==> config.mk <==
export PLATFORM = sky130hd
export DESIGN_NAME = phs_front
export DESIGN_NICKNAME = d
export VERILOG_FILES = /design/src/hdl/pixel_hsv_shift_top_macros.svh /design/src/hdl/phs_pkg.sv /design/src/hdl/phs_front.sv
export SDC_FILE = /design/constraint.sdc
export NUM_CORES = 1
export LEC_CHECK = 0
export BUFFER_PORTS_ARGS = -buffer_cell sky130_fd_sc_hd__buf_2
export CORE_MARGIN = 2
export CORE_UTILIZATION = 35
export CTS_CLUSTER_SIZE = 28
export DETAILED_ROUTE_END_ITERATION = 10
export GPL_TIMING_DRIVEN = 0
export HOLD_SLACK_MARGIN = 0.1
export SYNTH_ARGS = -nofsm -noshare
export SYNTH_HDL_FRONTEND = slang
export SYNTH_SLANG_ARGS = --single-unit
==> constraint.sdc <==
create_clock -name clk -period 11.2 [get_ports clk]
set_input_delay 2.24 -clock clk [delete_from_list [all_inputs] [get_ports clk]]
set_output_delay 2.24 -clock clk [all_outputs]
set_load 0.01 [all_outputs]
==> src/hdl/pixel_hsv_shift_top_macros.svh <==
// Assertion macros shared by the pixel HSV shift RTL.
`ifndef PIXEL_HSV_SHIFT_TOP_MACROS_SVH
`define PIXEL_HSV_SHIFT_TOP_MACROS_SVH
`ifndef SYNTHESIS
// Same-cycle implication checked on every clock outside reset
`define PHS_ASSERT_SAME(label, clk, rst_n, ante, cons, msg) \
  label: assert property (@(posedge clk) disable iff (!rst_n) ante |-> cons) else $error(msg);
// Next-cycle implication checked on every clock outside reset
`define PHS_ASSERT_NEXT(label, clk, rst_n, ante, cons, msg) \
  label: assert property (@(posedge clk) disable iff (!rst_n) ante |=> cons) else $error(msg);
`else
`define PHS_ASSERT_SAME(label, clk, rst_n, ante, cons, msg)
`define PHS_ASSERT_NEXT(label, clk, rst_n, ante, cons, msg)
`endif
`endif

==> src/hdl/phs_pkg.sv <==
// Shared types and constants of the pixel HSV shift block.
package phs_pkg;

  localparam int unsigned GAIN_BITS = 17;
  localparam int unsigned QUO_BITS  = 17;
  localparam int unsigned ADDR_BITS = 4;

  localparam logic [GAIN_BITS-1:0] UNITY_GAIN = 17'd65536;

  // Register indexes, taken from paddr[3:2]
  localparam logic [1:0] REG_HUE_OFFSET = 2'd0;
  localparam logic [1:0] REG_SAT_GAIN   = 2'd1;
  localparam logic [1:0] REG_VAL_GAIN   = 2'd2;

  // Hue segment multiplier of delta
  localparam logic [1:0] SEG_ZERO = 2'd0;
  localparam logic [1:0] SEG_TWO  = 2'd1;
  localparam logic [1:0] SEG_FOUR = 2'd2;
  localparam logic [1:0] SEG_SIX  = 2'd3;

  typedef struct packed {
    logic [15:0] red_in;
    logic [15:0] green_in;
    logic [15:0] blue_in;
  } pix_in_t;

  typedef struct packed {
    logic [15:0] red_out;
    logic [15:0] green_out;
    logic [15:0] blue_out;
  } pix_out_t;

  typedef struct packed {
    logic signed [15:0]    hue_offset;
    logic [GAIN_BITS-1:0]  saturation_gain;
    logic [GAIN_BITS-1:0]  value_gain;
  } cfg_t;

endpackage

==> src/hdl/phs_front.sv <==
// Front stages: max, min, delta, hue numerator and divider operands.
module phs_front import phs_pkg::*; #(
  parameter int CHANNEL_BITS = 16
) (
  input  logic                    clk,
  input  logic                    en,
  input  logic [CHANNEL_BITS-1:0] red,
  input  logic [CHANNEL_BITS-1:0] green,
  input  logic [CHANNEL_BITS-1:0] blue,
  output logic [CHANNEL_BITS+16:0] sat_num,
  output logic [CHANNEL_BITS-1:0]  sat_den,
  output logic [CHANNEL_BITS+18:0] hue_num,
  output logic [CHANNEL_BITS+2:0]  hue_den,
  output logic                     grey
);

  localparam int W  = CHANNEL_BITS;
  localparam int NW = W + 3;

  logic [W-1:0]  mx, mn;
  logic [NW-1:0] diff;
  logic [1:0]    seg;

  logic [W-1:0]  mx1_r, mn1_r;
  logic [NW-1:0] diff1_r;
  logic [1:0]    seg1_r;

  logic [W-1:0]  dl;
  logic [NW-1:0] dl_x, segd, num;

  logic [W-1:0]  mx2_r, dl2_r;
  logic [NW-1:0] num2_r;

  // Pick the largest channel, ties go red then green
  always_comb begin
    if (red >= green && red >= blue) begin
      mx   = red;
      diff = NW'(green) - NW'(blue);
      seg  = (green < blue) ? SEG_SIX : SEG_ZERO;
    end else if (green >= blue) begin
      mx   = green;
      diff = NW'(blue) - NW'(red);
      seg  = SEG_TWO;
    end else begin
      mx   = blue;
      diff = NW'(red) - NW'(green);
      seg  = SEG_FOUR;
    end
    mn = (red < green) ? red : green;
    if (blue < mn) mn = blue;
  end

  always_ff @(posedge clk) begin
    if (en) begin
      mx1_r   <= mx;
      mn1_r   <= mn;
      diff1_r <= diff;
      seg1_r  <= seg;
    end
  end

  // Delta and hue numerator
  assign dl   = mx1_r - mn1_r;
  assign dl_x = NW'(dl);

  always_comb begin
    case (seg1_r)
      SEG_ZERO: segd = '0;
      SEG_TWO:  segd = dl_x << 1;
      SEG_FOUR: segd = dl_x << 2;
      SEG_SIX:  segd = (dl_x << 2) + (dl_x << 1);
      default:  segd = '0;
    endcase
  end

  assign num = segd + diff1_r;

  always_ff @(posedge clk) begin
    if (en) begin
      mx2_r  <= mx1_r;
      dl2_r  <= dl;
      num2_r <= num;
    end
  end

  // Divider operands with rounding terms folded in
  always_ff @(posedge clk) begin
    if (en) begin
      sat_num <= {dl2_r, 16'd0} + (W+17)'(mx2_r >> 1);
      sat_den <= mx2_r;
      hue_num <= {num2_r, 16'd0} + (W+19)'({dl2_r, 1'b0}) + (W+19)'(dl2_r);
      hue_den <= NW'({dl2_r, 2'b0}) + NW'({dl2_r, 1'b0});
      grey    <= (dl2_r == '0);
    end
  end

endmodule

[After elaboration in Yosys (flattened, before gate mapping)]
Index checks and enable logic that the tools add are counted.
Word-level totals
  bits in registers: 208
  latch bits: 0
  memory bits (writable): 0
  ROM bits: 0
  input port bits: 50
  output and inout port bits: 104
  logic and storage cells: 44
  memories: 0
Cells by class
  $add $sub $neg: 10
  multipliers: 0
  div/mod/pow operators: 0
  order comparisons: 6
  equality and inequality tests: 3
  shift-type cells: 0
  multiplexer cells: 10
  bitwise logic cells: 0
  reduce and logical (&&, ||, !) cells: 3
Operators by type and width (number)
  $pmux 19 s4: 1
  $mux 16: 4
  $sub 16x16->17: 3
  $ge 16x16->1: 3
  $lt 16x16->1: 3
  $add 18x17->19: 2
  $mux 19: 2
  $add 35x16->35: 1
  $add 35x17->35: 1
  $add 32x15->33: 1
  $add 19x19->19: 1
  $logic_not 16->1: 1
  $sub 16x16->16: 1
  $mux 2: 3
  $eq 2x2->1 const B: 2
  $eq 2x1->1 const B: 1
  $logic_not 2->1: 1
  $logic_and 1x1->1: 1

[Logic depth before layout (Yosys ltp)]
Gate-level depths: netlist of the first run.
  depth in word-level cells: 4
  depth in mapped cells: 27
  mapped depth without buffers: 27

[Least setup slack after synthesis of the first run]
No wires, ideal clock.
  path kind: input to register
  start point: input port green[5]
  end point: register mn1_r[10], data pin
  setup time: 0.265 ns
  arrival: 5.858 ns
  data required time: 10.935 ns
  path slack: 5.077 ns
  stages: 20
  buffers on the path: 2
  cell sequence: inv_1 > ha_1 > and3_1 > and4_1 > o21ai_0 > a31oi_1 > nand4_1 > nand2_1 > buf_1 > nor2_1 > a21oi_1 > ha_1 > and4_1 > a21oi_1 > nand2_1 > a221oi_1 > o21ai_0 > nor2_2 > buf_2 > mux2i_1
Between the ends
  longest elaborated chain between the ends: 4
Ends and longest elaborated chain
  from (decl): line phs_front.sv:8  | input logic [CHANNEL_BITS-1:0] green,
  $lt 16x16->1: line phs_front.sv:49  | mn = (red < green) ? red : green;
  $mux 16 *: line phs_front.sv:49
  $lt 16x16->1: line phs_front.sv:50  | if (blue < mn) mn = blue;
  $mux 16 *: line phs_front.sv:50
  net mn[10]: line phs_front.sv:20  | logic [W-1:0] mx, mn;
  to (signal assigned): line phs_front.sv:56  | mn1_r <= mn;
  to (decl): line phs_front.sv:24  | logic [W-1:0] mx1_r, mn1_r;
Mark *: on every way through the listed nets, which the timed path passes. The rest lies on a longest branch.
A chain may end at the register's enable or synchronous reset.

[Final worst setup path of the first run]
  start point: input port green[5]
  end point: register mn1_r[11], data pin
The elaborated chain is that of the path after synthesis.

==> results of run 1 <==
## cell usage after synthesis (all sizes together), types with 4 or more instances
cell type  number
edfxtp        171
a211oi          9
xor2           36
nor4            4
nand3          17
a21boi         12
buf            42
a21o           48
nor2b          18
clkbuf         16
a21oi          93
o21ai          88
nor3           22
o21bai          9
nand4          15
or2             5
nor2           66
inv           116
or3             5
o2111ai         6
a311oi          4
o21a            7
o211ai         11
nand2b         14
o31a            4
nand2          84
and4            4
and2            5
xnor2          69
ha            137
o22ai           5
and3           13
fa              7
a31oi           5
mux2i          44
o31ai           7
## routing by layer
metal | share of wire (%) | routed length, um | track usage (%) | up-vias
li1 | - | - | - | 4914
met1 | 46 | 14500 | 21.7 | 4480
met2 | 48 | 15400 | 29.0 | 244
met3 | 4.2 | 1330 | 1.82 | 33
met4 | 1.8 | 575 | 5.13 | 0
met5 | 0 | 0 | 0 | -
## cell families after synthesis
kind of cell    Yosys count
buf+inv                 175
compound gates          335
flops                   171
mux                      46
fa+ha+maj               144
other cells               1
xor+xnor                106
simple gates            282
## sequential cells by signal (all words and copies together) (netlist names)
name and cells:
seg1_r 2, diff1_r 17, dl2_r 16, mx2_r 16
num2_r 19, mx1_r 16, hue_num 35, mn1_r 16
sat_den 15, sat_num 16, hue_den 2, grey 1
## layout make-up
class                      instances  area (um^2)  share of cell area [%]
multi-input combinational        916         6790                    46.4
buffer                            58          354                    2.42
inverter                         117          439                    3.00
tap                              461          577                    3.94
timing repair buffer             151          788                    5.39
clock buffer                      18          429                    2.93
clock inverter                    14          120                   0.821
sequential                       171         5130                    35.1
## worst paths after layout
path                end     start  slack, ns  depth (start not counted)
min reg2reg  sat_den[6]  mx2_r[6]       0.42                          0
max reg2reg  num2_r[17]  mx1_r[0]       5.41                         23
max           mn1_r[11]  green[5]       4.06                         21
min          sat_den[6]  mx2_r[6]       0.42                          0
## power groups by stage
| stage | Combinational [mW] | Sequential [mW] | Clock (mW) |
|---|---|---|---|
| 2_1_floorplan | 1.36 | 1.09 | 0 |
| 3_3_place_gp | 1.81 | 1.08 | 0 |
| 3_5_place_dp | 1.84 | 1.09 | 0 |
| 4_1_cts | 1.85 | 1.07 | 0.568 |
| 5_1_grt | 2.07 | 1.09 | 0.588 |
| 6_report | 1.85 | 1.07 | 0.549 |
## critical path, stage by stage
cell	delay, ns
buf_2	0.14
inv_1	0.08
ha_1	0.36
and3_1	0.26
and4_1	0.23
o21ai_0	0.15
a31oi_1	0.41
nand4_1	0.14
nand2_1	0.27
buf_1	0.42
nor2_1	0.08
a21oi_1	0.23
ha_1	0.29
and4_1	0.23
a21oi_1	0.15
nand2_1	0.11
a221oi_1	0.28
o21ai_0	0.16
nor2_2	0.43
buf_2	0.41
mux2i_1	0.30
## placed cells by master (no fill, tap or decap), types with 11 or more instances in the layout
cell type  synthesis  final
nor2_1            65     65
and3_1            13     13
xor2_1            35     35
nor3_1            22     22
buf_4             35     35
buf_2              4    153
mux2i_1           44     44
nand3_1           17     17
a21o_1            48     48
nand4_1           15     15
edfxtp_1         171    171
a21boi_0          12     12
ha_1             137    137
xnor2_1           69     69
a21oi_1           93     93
o21ai_0           85     85
clkbuf_16          0     17
inv_1            116    116
nor2b_1           18     18
nand2b_1          14     14
clkbuf_1          16     17
o211ai_1          11     11
nand2_1           84     84
==> impl_metrics.yaml, run 1 <==
status:
  status: "completed"
die:
  rows: 69
  die-area_um2: 37800
  die_h_um: 195
  fp.dieW_um: 195
  fp.coreArea_um2: 35700
  pin_count: 154
  initial_core_util_pct: 35.6
pwr:
  max-vdd-ir-drop_mv: 0.130
  pwr-share-seq_pct: 30.8
  internal_power_mw: 2.10
  power.share.switching_pct: 39.5
  switchingPower_mw: 1.37
  p_clk_share_pct: 15.8
  power_density_nw_per_um2: 237
  combPwrFrac_pct: 53.3
  p_leak_nw: 6.53
  power_mw: 3.47
synthesis:
  yosysSeqAreaShare_pct: 40.4
  synth_xor_area_share_pct: 7.48
  ys_seq_elements: 171
  synth-compound-area-share_pct: 16.7
  ys.flop_type: "edfxtp_1"
  syn_area_um2: 12700
  synth_mux_area_share_pct: 3.64
  synth_cell_type_count: 70
  synth.top_cell.area_share_pct: 40.4
  syn_inst: 1260
  synthArstFlopShare_pct: 0
  yosys_warnings: 0
  synthAdderAreaFrac_pct: 14.6
  synth_top_family_by_area: "compound AO/OA/AOI/OAI gates"
  avgSynthCellArea_um2: 10.1
  synthSimpleGateAreaFrac_pct: 10.9
  synth-edff-count: 171
  yosysTopAreaCell: "edfxtp_1"
  synthTopCellsByArea: "edfxtp_1 (40%), ha_1 (13%), xnor2_1 (4.8%), a21oi_1 (3.7%), mux2i_1 (3.5%)"
timing:
  setup_violations: 0
  worst_pin_slew_ns: 0.864
  fin_tns_setup_ns: 0
  maxSlewViolCount: 0
  skew_ns: 0.0152
  rsz0062_at_grt: "false"
  relSlewSlack_pct: 42.0
  setup_slack_ns: 4.06
  max_freq_ghz: 0.140
  period_needed_ns: 7.14
  hold_viol_final: 0
  whs_ns: 0.421
  post-route-period-util_pct: 63.7
place:
  place_congestion: 0.950
  port_buffers: 150
  place_hpwl_um: 26000
  placedCellCount: 1874
  preCtsSetupSlack_ns: 3.60
  post_dp_cell_area_um2: 14100
global_route:
  grt_usage_pct: 16.7
  grt_pass1_wl_um: 49300
  grt_max_degree: 106
  grt_pass1_vias: 9516
  antenna_found_initial: 0
  grt-ovfl-total: 0
clock_network:
  clk_path_buf_depth: 2
  cts_hold_buffers: 0
  cts_setup_buffers: 0
  cts_root_buf: "clkbuf_16"
  cts_sinks: 171
  htree_levels: 4
  clk_latency_ns: 0.43
  cts_tree: "yes"
  cts_resized: 0
  cts_made_buffers: 17
  clk_pin_slew_worst_paths_ns: 0.07
cells_and_area:
  fin_cells: 1906
  syn_to_final_growth_pct: 15.1
  nets: 1626
  antennaDiodeCount: 0
  fin_area_um2: 14600
  fill_cells: 3488
  final_util_pct: 41.0
  drive_above_1_share_pct: 16.2
critical_path:
  cp-start-kind: "primary input"
  crit_path_end_kind: "flip-flop"
  cp_max_fo: 10
  worst_ep_arrival_time_ns: 7.38
  crit_required_ns: 11.44
  path_class: "primary input to flip-flop"
routing:
  dr.pass1.iters: 5
  vias: 9671
  routedWlPerCell_um: 16.7
  drtIter0Drc: 607
  viasPerCell: 5.07
  ant_nets: 0
  finalWirelength_um: 31800
  drc: 0
flow_run:
  max_cap_viol_count: 0
min_path:
  hold_path.class: "flip-flop to flip-flop"
No activity file was read; power rests on OpenSTA's default activity.
==> run 2, diff against run 1 <==
Settings changed: ABC_AREA set to 1.
Clock period 11.2 ns to 5.71 ns, I/O delays scaled along.
==> impl_metrics.yaml, run 2 <==
place:
  place_congestion: 0.947
  port_buffers: 150
  place_hpwl_um: 28800
pwr:
  p_clk_share_pct: 16.5
  internal_power_mw: 4.06
  p_leak_nw: 7.12
  power.share.switching_pct: 42.7
  max-vdd-ir-drop_mv: 0.184
  combPwrFrac_pct: 53.4
  power_density_nw_per_um2: 464
  pwr-share-seq_pct: 30.1
  switchingPower_mw: 3.03
routing:
  drc: 0
  viasPerCell: 4.86
  finalWirelength_um: 34700
  ant_nets: 0
  routedWlPerCell_um: 15.3
  dr.pass1.iters: 5
  vias: 11000
  drtIter0Drc: 643
global_route:
  antenna_found_initial: 0
  grt-ovfl-total: 0
  grt_util_met1_pct: 23.6
  grt.busiest_layer: "met2"
  met3_usage_pct: 2.32
  grt_usage_pct: 17.9
  grt_max_degree: 107
  grt_pass1_vias: 10600
  met2_usage_pct: 30.6
  grt_pass1_wl_um: 54700
die:
  pin_count: 154
  initial_core_util_pct: 35.2
  fp.coreArea_um2: 37400
  rows: 71
  die_h_um: 198
  die-area_um2: 39200
  fp.dieW_um: 198
min_path:
  whs_endpoint: "sat_den[9]"
  hold_path.class: "flip-flop to flip-flop"
  hp-start: "mx2_r[9]"
  holdPathStages: 0
synthesis:
  syn_inst: 1563
  synth.cells.most_frequent: "nand2_1 (367), inv_1 (213), edfxtp_1 (171)"
  synthTopCellsByArea: "edfxtp_1 (39%), ha_1 (13%), nand2_1 (10%), inv_1 (6.1%), o21ai_0 (4.4%)"
  avgSynthCellArea_um2: 8.43
  synth-edff-count: 171
  syn_area_um2: 13200
  ys.flop_type: "edfxtp_1"
  yosys_warnings: 0
  yosysMostFrequentCell: "nand2_1"
  yosysSeqAreaShare_pct: 39.0
  ys_seq_elements: 171
  yosysTopAreaCell: "edfxtp_1"
  synthArstFlopShare_pct: 0
  synth.top_cell.area_share_pct: 39.0
  synth_cell_type_count: 53
critical_path:
  cp-start-kind: "flip-flop"
  reg2regPathDepth: 28
  crit_path_top_delay_cell: "fa_1"
  r2r_end: "num2_r[18]"
  critPathMaxStageDelay_ns: 0.43
  crit_required_ns: 5.87
  cp_max_fo: 5
  crit_path_end_kind: "flip-flop"
  worst_ep_arrival_time_ns: 5.35
  r2r_slack_ns: 0.52
  r2r-start: "mx1_r[0]"
  cpMostUsedCell: "nand3_1"
  cp-startpoint: "mx1_r[0]"
  path_class: "flip-flop to flip-flop"
timing:
  setup_violations: 0
  max_freq_ghz: 0.193
  worst_pin_slew_ns: 0.745
  rsz0062_at_grt: "true"
  skew_ns: 0.0115
  relSlewSlack_pct: 50.1
  maxSlewViolCount: 0
  hold_viol_final: 0
  post-route-period-util_pct: 90.9
  period_needed_ns: 5.19
  fin_tns_setup_ns: 0
cells_and_area:
  fill_cells: 3720
  largest_register_ffs: 35
  mostFrequentLayoutCell: "nand2_1"
  drive_above_1_share_pct: 14.8
  final_util_pct: 40.8
  largest_register: "hue_num"
  final_cell_mix: "nand2_1 (367), inv_1 (213), edfxtp_1 (171)"
  reg_top3: "hue_num: 35 flops, num2_r: 19 flops, diff1_r: 17 flops"
  multiInputGateArea_um2: 6910
  syn_to_final_growth_pct: 15.8
  nets: 1930
  antennaDiodeCount: 0
  layout.area.seq_um2: 5130
clock_network:
  cts_tree: "yes"
  clk_path_buf_depth: 2
  cts_root_buf: "clkbuf_16"
  clk_latency_ns: 0.43
  htree_levels: 4
  cts_made_buffers: 17
  cts_hold_buffers: 0
  cts_sinks: 171
  clk_pin_slew_worst_paths_ns: 0.06
status:
  status: "completed"
flow_run:
  max_cap_viol_count: 0
-- run 2: cell count changes after synthesis, moves of 14 or more --
cell      change
xor2_1       +25
nor2b_1      -18
nand3_1      +61
o21ai_0      +32
mux2i_1      -44
a21oi_1      +16
inv_1        +97
nand2_1     +283
a21o_1       -44
nand2b_1     -14
xnor2_1      -30
-- run 2: cell families (layout without fill, tap and decap cells) --
family / Yosys count / after routing / share of synthesized area, %
buffers and inverters: 270 / 454 / 8.95
other: 1 / 3 / 0.0285
adders and majority gates: 144 / 144 / 14.1
xor gates and xnor gates: 99 / 99 / 6.58
DFF: 171 / 171 / 39.0
and+or+nand+nor: 579 / 579 / 18.6
AOI/OAI and AO/OA: 299 / 299 / 12.8
-- run 2: what timing repair did --
action | 4_1_cts | 5_1_grt
setup buffers | 0 | 1
endpoints found under the setup margin | 0 | 3
resized for setup | 0 | 8
-- run 2: area by class of cell --
class,instances,area share (%)
Timing Repair Buffer,152,5.19
Multi-Input combinational cell,1124,45.3
Clock inverter,14,1.13
Inverter,215,5.29
Clock buffer,18,2.81
Buffer,55,2.44
Tap cell,511,4.19
Sequential cell,171,33.7
-- run 2: through the flow --
stage / std cells / instance area [um^2] / setup WS [ns] / power [mW] / hold WS (ns)
floorplan: 1565 / 13200 / 1.25 / 4.83 / 0.400
global placement: 2226 / 14600 / 0.236 / 5.83 / 0.404
detailed placement: 2227 / 14600 / 0.198 / 5.89 / 0.405
CTS: 2259 / 15200 / 0.165 / 7.09 / 0.420
global route: 2260 / 15300 / -0.00509 / 7.73 / 0.425
finish: 2260 / 15300 / 0.521 / 7.08 / 0.420
-- run 2: critical path: cells and delay by family, from the launching register on --
kind	cells	cell delay (ns)
AO/OA/AOI/OAI	3	0.57
XOR/XNOR	1	0.22
adder cells (fa/ha/maj)	4	1.31
buffers and inverters	5	0.47
flip-flops	1	0.38
AND/OR/NAND/NOR	15	1.98
-- run 2: metal layers --
layer  wire length (um)  vias to the layer above  part of all wire, %
met3               1360                       41                  3.9
met1              16100                     5021                   46
met4                723                        0                  2.1
met2              16500                      287                   48
met5                  0                        -                    0
li1                   -                     5636                    -
-- run 2: how the worst max path moves through the flow --
| stage | to | slack (ns) | cells past startpoint |
|---|---|---|---|
| floorplan | num2_r[18] | 1.25 | 28 |
| global route | num2_r[18] | -0.005 | 28 |
| finish | num2_r[18] | 0.52 | 28 |
| CTS | num2_r[18] | 0.16 | 28 |
| detailed placement | num2_r[18] | 0.20 | 28 |
| global placement | num2_r[18] | 0.24 | 28 |
-- run 2: power groups by stage --
stage          registers, mW  logic, mW  clock network, mW
2_1_floorplan           2.17       2.66                  0
3_3_place_gp            2.16       3.68                  0
3_5_place_dp            2.16       3.73                  0
4_1_cts                 2.14       3.75               1.21
5_1_grt                 2.17       4.30               1.26
6_report                2.13       3.78               1.17
==> run 3, diff against run 2 <==
Settings changed: PLACE_DENSITY set to 0.56.
==> impl_metrics.yaml, run 3 (same netlist as run 2, synthesis figures left out) <==
timing:
  rsz0062_at_grt: "false"
  fin_tns_setup_ns: 0
  max_freq_ghz: 0.192
  relSlewSlack_pct: 49.5
  period_needed_ns: 5.21
  maxSlewViolCount: 0
  worst_pin_slew_ns: 0.755
  skew_ns: 0.00956
  setup_violations: 0
  hold_viol_final: 0
  post-route-period-util_pct: 91.2
  setup_slack_ns: 0.500
place:
  place_hpwl_um: 29100
  preCtsSetupSlack_ns: 0.161
  port_buffers: 150
  place_congestion: 0.932
pwr:
  power_density_nw_per_um2: 465
  p_leak_nw: 7.12
  max-vdd-ir-drop_mv: 0.189
cells_and_area:
  final_cell_mix: "nand2_1 (367), inv_1 (213), edfxtp_1 (171)"
  layout.area.seq_um2: 5130
  drive_above_1_share_pct: 14.6
  mostFrequentLayoutCell: "nand2_1"
  nets: 1929
  reg_top3: "hue_num: 35 flops, num2_r: 19 flops, diff1_r: 17 flops"
  syn_to_final_growth_pct: 15.6
  multiInputGateArea_um2: 6900
  largest_register_ffs: 35
  largest_register: "hue_num"
  fill_cells: 3840
  antennaDiodeCount: 0
clock_network:
  cts_sinks: 171
  clk_latency_ns: 0.43
  cts_made_buffers: 17
  cts_setup_buffers: 0
  clk_path_buf_depth: 2
  cts_tree: "yes"
  clk_pin_slew_worst_paths_ns: 0.06
  htree_levels: 4
  cts_root_buf: "clkbuf_16"
routing:
  vias: 10900
  viasPerCell: 4.83
  finalWirelength_um: 35100
  drtIter0Drc: 574
  ant_nets: 0
  dr.pass1.iters: 5
  drc: 0
  routedWlPerCell_um: 15.5
global_route:
  grt-ovfl-total: 0
  grt_pass1_wl_um: 54900
  grt_max_degree: 98
  grt_pass1_vias: 10500
  antenna_found_initial: 0
  grt_usage_pct: 18.1
critical_path:
  cp_max_fo: 5
  worst_ep_arrival_time_ns: 5.38
  critPathMaxStageDelay_ns: 0.43
  cpMostUsedCell: "nand3_1"
  crit_buf_inv: 5
  path_class: "flip-flop to flip-flop"
  crit_path_end_kind: "flip-flop"
  r2r-start: "mx1_r[0]"
  cp-startpoint: "mx1_r[0]"
  crit_required_ns: 5.88
  cp-start-kind: "flip-flop"
  crit_path_top_delay_cell: "fa_1"
  crit_family: "simple AND/OR/NAND/NOR gates"
die:
  initial_core_util_pct: 35.2
  rows: 71
  die_h_um: 198
  fp.coreArea_um2: 37400
  die-area_um2: 39200
  pin_count: 154
  fp.dieW_um: 198
status:
  status: "completed"
min_path:
  hp-start: "mx2_r[1]"
  hold_path.class: "flip-flop to flip-flop"
flow_run:
  max_cap_viol_count: 0
[run 3: metal layers]
layer | vias to the layer above | share of wire [%] | global-route usage (%)
met1 | 4986 | 46 | 23.5
met2 | 254 | 48 | 31.7
met3 | 34 | 3.9 | 2.10
met5 | - | 0 | 0
met4 | 0 | 1.9 | 5.26
li1 | 5633 | - | -
[run 3: report_power, final]
part	total (mW)	internal (mW)	switching, mW
combinational	3.78	1.43	2.35
clock	1.17	0.689	0.483
sequential	2.13	1.93	0.201
total	7.08	4.05	3.04
[run 3: path summary, 6_finish.rpt]
kind	end	slack (ns)	cells after the start
max	num2_r[18]	0.50	28
min	sat_den[1]	0.42	0
max reg2reg	num2_r[18]	0.50	28
min reg2reg	sat_den[1]	0.42	0
[run 3: area by class of cell]
class	count	area share, %
inverter	215	5.30
clock buffer	18	2.82
buffer	55	2.45
timing repair buffer	151	5.17
tap	511	4.20
multi-input combinational	1124	45.3
clock inverter	14	1.12
sequential	171	33.7
[run 3: repair_timing]
action                     in CTS  in global routing
hold buffers                    0                  0
gates resized for setup         0                  5
setup endpoints to repair       0                  2
[run 3: metrics by stage]
step / area, um^2 / hold slack, ns / total power, mW / cells / utilization, %
finish: 15200 / 0.419 / 7.08 / 2259 / 40.7
global route: 15200 / 0.425 / 7.72 / 2259 / 40.7
CTS: 15200 / 0.420 / 7.11 / 2259 / 40.7
detailed placement: 14600 / 0.405 / 5.90 / 2227 / 39.1
global placement: 14600 / 0.404 / 5.85 / 2226 / 39.0
floorplan: 13200 / 0.400 / 4.83 / 1565 / -
[run 3: worst reg2reg max path: cells and delay by family (launching register included)]
kind | cells | cell delay [ns]
fa+ha+maj | 4 | 1.32
flops | 1 | 0.38
compound gates | 3 | 0.62
simple gates | 15 | 1.92
buf+inv | 5 | 0.49
xor+xnor | 1 | 0.23
